`src/rtl/bosa_pkg.sv`:
```
package bosa_pkg;

   // Default coordinate width: signed Q12.4
   localparam int COORD_WIDTH_DEF = 16;
   // Coordinates per box: four corners, x before y
   localparam int NUM_COORDS      = 8;
   localparam int NUM_CORNERS     = 4;
   // Candidate separating axes: edges p1-p2 and p2-p3 of each box
   localparam int NUM_AXES        = 4;
   // Registered stages inside one axis lane
   localparam int LANE_STAGES     = 5;
   localparam int RSP_TDATA_W     = 8;

   typedef enum logic {
      FUNC_LOAD = 1'b0,
      FUNC_TEST = 1'b1
   } func_type;

   // Front end control: reference box write and stage-0 capture
   typedef struct packed {
      logic load_en;
      logic capture_en;
   } front_ctl_type;

   // Per-stage advance strobes of an axis lane
   typedef struct packed {
      logic prod_en;
      logic proj_en;
      logic pair_en;
      logic span_en;
      logic hit_en;
   } lane_ctl_type;

endpackage

```
`src/rtl/bosa_front.sv`:
```
module bosa_front #(
   parameter int COORD_WIDTH = bosa_pkg::COORD_WIDTH_DEF
) (
   input  logic                                          clock,
   input  logic                                          reset,
   input  bosa_pkg::front_ctl_type                       ctl,
   input  logic [bosa_pkg::NUM_COORDS*COORD_WIDTH-1:0]   corners,
   output logic signed [COORD_WIDTH-1:0]                 ref_box  [bosa_pkg::NUM_COORDS],
   output logic signed [COORD_WIDTH-1:0]                 test_box [bosa_pkg::NUM_COORDS],
   output logic signed [COORD_WIDTH:0]                   axis_x   [bosa_pkg::NUM_AXES],
   output logic signed [COORD_WIDTH:0]                   axis_y   [bosa_pkg::NUM_AXES]
);
   import bosa_pkg::*;

   localparam int AW = COORD_WIDTH + 1;

   logic signed [COORD_WIDTH-1:0] ref_corner_ff [NUM_COORDS];
   logic signed [COORD_WIDTH-1:0] in_corner     [NUM_COORDS];
   logic signed [COORD_WIDTH-1:0] ref_box_ff    [NUM_COORDS];
   logic signed [COORD_WIDTH-1:0] test_box_ff   [NUM_COORDS];
   logic signed [AW-1:0]          axis_x_in     [NUM_AXES];
   logic signed [AW-1:0]          axis_y_in     [NUM_AXES];
   logic signed [AW-1:0]          axis_x_ff     [NUM_AXES];
   logic signed [AW-1:0]          axis_y_ff     [NUM_AXES];

   always_comb begin
      for (int k = 0; k < NUM_COORDS; k++) begin
         in_corner[k] = $signed(corners[k*COORD_WIDTH +: COORD_WIDTH]);
      end
   end

   // Edge axes p1-p2 and p2-p3, first of the stored box, then of the incoming quad
   always_comb begin
      axis_x_in[0] = AW'(ref_corner_ff[0]) - AW'(ref_corner_ff[2]);
      axis_y_in[0] = AW'(ref_corner_ff[1]) - AW'(ref_corner_ff[3]);
      axis_x_in[1] = AW'(ref_corner_ff[2]) - AW'(ref_corner_ff[4]);
      axis_y_in[1] = AW'(ref_corner_ff[3]) - AW'(ref_corner_ff[5]);
      axis_x_in[2] = AW'(in_corner[0]) - AW'(in_corner[2]);
      axis_y_in[2] = AW'(in_corner[1]) - AW'(in_corner[3]);
      axis_x_in[3] = AW'(in_corner[2]) - AW'(in_corner[4]);
      axis_y_in[3] = AW'(in_corner[3]) - AW'(in_corner[5]);
   end

   always_ff @(posedge clock) begin
      if (reset) begin
         for (int k = 0; k < NUM_COORDS; k++) begin
            ref_corner_ff[k] <= '0;
         end
      end else if (ctl.load_en) begin
         for (int k = 0; k < NUM_COORDS; k++) begin
            ref_corner_ff[k] <= in_corner[k];
         end
      end
   end

   // Snapshot the reference box with the item so a later load cannot disturb it
   always_ff @(posedge clock) begin
      if (ctl.capture_en) begin
         for (int k = 0; k < NUM_COORDS; k++) begin
            ref_box_ff[k]  <= ref_corner_ff[k];
            test_box_ff[k] <= in_corner[k];
         end
         for (int j = 0; j < NUM_AXES; j++) begin
            axis_x_ff[j] <= axis_x_in[j];
            axis_y_ff[j] <= axis_y_in[j];
         end
      end
   end

   assign ref_box  = ref_box_ff;
   assign test_box = test_box_ff;
   assign axis_x   = axis_x_ff;
   assign axis_y   = axis_y_ff;

endmodule

```
`config.mk`:
```
export PLATFORM = sky130hd
export DESIGN_NAME = bosa_front
export DESIGN_NICKNAME = d
export VERILOG_FILES = /design/src/rtl/bosa_pkg.sv /design/src/rtl/bosa_front.sv
export SDC_FILE = /design/constraint.sdc
export NUM_CORES = 1
export LEC_CHECK = 0
export BUFFER_PORTS_ARGS = -buffer_cell sky130_fd_sc_hd__buf_2
export CORE_ASPECT_RATIO = 1.25
export CORE_MARGIN = 4
export CORE_UTILIZATION = 49
export CTS_CLUSTER_DIAMETER = 100
export CTS_CLUSTER_SIZE = 30
export DETAILED_ROUTE_END_ITERATION = 10
export HOLD_SLACK_MARGIN = 0.1
export PLACE_DENSITY_LB_ADDON = 0.3
export SLEW_MARGIN = 20
export SYNTH_ARGS = -nofsm -noshare
export SYNTH_HDL_FRONTEND = slang
export SYNTH_SLANG_ARGS = --single-unit
```
`constraint.sdc`:
```
create_clock -name clock -period 2.9 [get_ports clock]
set_input_delay 0.58 -clock clock [delete_from_list [all_inputs] [get_ports clock]]
set_output_delay 0.58 -clock clock [all_outputs]
set_load 0.03 [all_outputs]
```
After elaboration in Yosys (flattened, before gate mapping)
Memories as Yosys holds them, arrays and structs flattened. A register that Yosys moved wholly into a read port is not among the register bits.
Cells that the tools add are included.
Widths: inputs -> output; s select.

cells by class
  mux-type cells = 13
  add/sub/neg operators = 8
  bitwise operators = 8

operator list
  operator        count
  $sub 16x16->17  8
  $mux 16         8
  $or 1x1->1      8
  $mux 1          5

word-level totals
  input bits = 132
  RAM bits = 128
  output and inout bits = 392
  bits in registers = 360
  logic and storage cells = 52
  memories = 1

memory list
  memory         words  width  rd ports  clocked after memory_dff  wr ports  RTL line          text
  ref_corner_ff  8      16     8         2                         8         bosa_front.sv:17  logic signed [COORD_WIDTH-1:0] ref_corner_ff [NUM_COORDS];

Depth between registers and ports, before layout
  word-level depth = 4
  depth in mapped cells = 9
  mapped depth without buffers = 9

Worst setup path after synthesis
Ideal clock, no wire load.

  kind = input to register
  start = in reset
  end = mem ref_corner_ff[0][0] (netlist name), enable pin
  data required time = 2.467 ns
  data arrival time = 2.474 ns
  setup slack = -0.007 ns
  cell stages on the path = 2
  setup time = 0.433 ns
  path buffers = 1
  path through = clkbuf_1 -> or2_2

RTL lines
  what                RTL line          text
  start: declaration  bosa_front.sv:5   input logic reset,
  end: declaration    bosa_front.sv:17

==> results.yml <==
run_status:
  status: "complete, no violations"
power_and_ir_drop:
  swShare: 0.315
  power_frac_comb: 0.253
  power_switching_mw: 5.51
  p_int_mw: 12.0
  power_density_nw_per_um2: 644
  p_clk_frac: 0.202
  ir_worst_vdd_mv: 0.477
  seq_power_share: 0.545
  p_leak_nw: 11.5
route:
  drt_iter0_markers: 894
  drc: 0
  via_per_inst: 5.45
  dr.pass1.iters: 6
  final_antenna_net_count: 0
  routedWlPerCell_um: 21.8
  num_vias: 15100
  wl_um: 60500
synth:
  synthAdderAreaFrac: 0.0767
  synth_edf_count: 520
  yosysMostFrequentCell: "edfxtp_1"
  post_synth_inst_count: 1624
  synth-simple-area-share: 0.0867
  postSynthAreaPerCell_um2: 14.1
  synth_common_cells: "edfxtp_1 (520), inv_1 (176), ha_1 (128)"
  synth_compound_area_frac: 0.0919
  yosys_warnings: 0
  synth_cell_types: 70
  synthFlopType: "edfxtp_1"
  synth_largest_area_cell: "edfxtp_1"
  synth_top_family_by_area: "compound AO/OA/AOI/OAI gates"
  synthTopCellsByArea: "edfxtp_1 (68%), ha_1 (7.0%), inv_1 (2.9%)"
  synth_xor_area_frac: 0.0317
  synth_top_area_share: 0.680
  seq_area_frac_synth: 0.680
  async_reset_ff_frac: 0
  muxShareOfSynthArea: 0.000436
  synth_seq_cells: 520
  syn_area_um2: 23000
  synth_nets: 1892
global_route:
  grt_use_met1: 0.255
  met3_usage: 0.0593
  gr-usage-all-layers: 0.229
  grt_pass1_wl_um: 89000
  grt.busiest_layer: "met2"
  use_met2: 0.423
  grt_overflow: 0
  grt_max_degree: 68
  antenna_found_initial: 0
  grt_pass1_vias: 14977
timing:
  fin_skew_ps: 34.5
  timing.slew.headroom: 0.567
  rsz0062_at_grt: "false"
  fin_tns_setup_ps: 0
  tightest_slew_ps: 649
  hold_viol: 0
  whs_ps: 187
  finalCritPeriodShare: 0.938
  fin_crit_ps: 2720
  drv_slew: 0
  setup-violations-final: 0
  fmax_ghz: 0.368
finish:
  nets: 2455
  stdcell_count: 2772
  finish.utilization: 0.587
  finish.instance_area_um2: 27200
  antenna_cells: 0
  area_delta_synth_final_pct: 18.3
  drive_above_1_share: 0.276
floorplanning:
  start_util: 0.496
  coreArea_um2: 46200
  io_pins: 524
  die_w_um: 202
  die_area_um2: 50400
  die_h_um: 250
  rows: 88
clocking:
  cts_tree: "built"
  post_cts_resized: 0
  clk_latency_ps: 580
  max-clock-path-buffers: 3
  cts_root_buf: "clkbuf_16"
  ctsHoldBuffers: 0
  clock_sinks: 520
  clk_pin_slew_worst_paths_ps: 110
  cts_setup_buffers: 0
  cts_buffers: 21
  htree_levels: 1
critical_path:
  crit_type: "flip-flop to flip-flop"
  endpoint_kind: "flip-flop"
  cp_slowest_cell: "edfxtp_1"
  crit_chain: "ha_1 > fa_1 > nand2b_1 > o2bb2ai_1 > o21a_1 > nor4b_1 > buf_4 > o41ai_1 > xnor2_1"
  cp_max_fo: 4
  startpoint_type: "flip-flop"
  required_ps: 3220
  path_delay_family: "adder cells"
  arrival_ps: 3040
  cp.buffers_inverters: 1
  slowest_delay_ps: 430
placement:
  placed_area_um2: 26600
  portBuffers: 523
  hpwl_um: 47100
  gp_congestion: 0.938
  dp.cells: 2749
flow_run:
  maxCapViolCount: 0
worst_hold_path:
  hp-class: "input port to flip-flop"
-- placed cells by master (no fill, tap or decap), types with 3 or more instances in the layout --
cell type  instances
a211oi_1          10
a21o_1            27
a21oi_1           90
a221oi_1           3
a311oi_1           4
a31o_2             3
a31oi_1            9
a41oi_1            3
and2_1            97
and3_1             3
and4_1             5
buf_12             6
buf_2            522
buf_4             33
clkbuf_16         21
edfxtp_1         520
fa_1               8
ha_1             128
inv_1            176
nand2_1           44
nand2b_1          12
nand3_1           12
nand4_1           16
nor2_1            82
nor2b_1           57
nor3_1            19
nor4_1             4
o211ai_1          14
o21a_1            29
o21ai_0           53
o21ai_1            3
o21bai_1           9
o22ai_1            4
o2bb2ai_1          3
o311ai_0           6
o31a_1            11
o31ai_1            9
or2_2              4
xnor2_1           66
xor2_1            17
-- layout make-up --
cell class / instances / area, um2
inverters: 176 / 661
well taps: 585 / 732
clock inverters: 2 / 28.8
flip-flops and latches: 520 / 15600
multi-input cells: 906 / 6610
clock buffers: 21 / 526
repair buffers: 562 / 3000
fillers: 3704 / 19100
-- layer usage --
layer	wire length [um]	vias up	share of wire
met3	5230	111	0.086
met4	2510	0	0.041
li1	-	7071	-
met5	0	-	0
met1	21100	7285	0.35
met2	31600	633	0.52
-- through the flow --
stage | setup slack [ps] | power, mW
after floorplan | 399 | 12.5
after global placement | 105 | 14.0
after detailed placement | 57.4 | 14.1
after CTS | 186 | 17.6
after global routing | 100 | 18.2
final | 180 | 17.5
-- worst reg2reg max path, stage by stage (launching register included) --
cell	delay, ps
edfxtp_1	430
ha_1	240
fa_1	410
nand2b_1	160
o2bb2ai_1	200
o21a_1	320
nor4b_1	330
buf_4	170
o41ai_1	80
xnor2_1	150
-- flip-flops by register name, summed over array words and instances (netlist names) --
| register | count |
|---|---|
| axis_x | 68 |
| axis_y | 68 |
| ref_box | 128 |
| ref_corner_ff | 128 |
| test_box | 128 |
-- cells by family after synthesis --
| logic type | count (synthesis) |
|---|---|
| adders and majority gates | 136 |
| and+or+nand+nor | 369 |
| DFF | 520 |
| xor gates and xnor gates | 83 |
| buffers and inverters | 198 |
| AOI/OAI and AO/OA | 317 |
| muxes | 1 |
-- power by group through the flow --
| stage | clock network, mW | logic (mW) | registers, mW |
|---|---|---|---|
| 3_3_place_gp | 0 | 4.34 | 9.70 |
| 2_1_floorplan | 0 | 1.64 | 10.9 |
| 6_report | 3.54 | 4.42 | 9.54 |
| 4_1_cts | 3.65 | 4.45 | 9.55 |
| 3_5_place_dp | 0 | 4.43 | 9.72 |
| 5_1_grt | 3.89 | 4.75 | 9.61 |
-- worst paths after layout --
check                                          from            to  slack, ps  depth (start not counted)
worst max-delay path            ref_corner_ff[2][0]    axis_x[65]        180                          9
worst min-delay path                   corners[102]  test_box[22]        190                          1
worst max register to register  ref_corner_ff[2][0]    axis_x[65]        180                          9
worst min register to register  ref_corner_ff[7][7]    ref_box[7]        430                          0
Power figures use the tool's default switching activity.
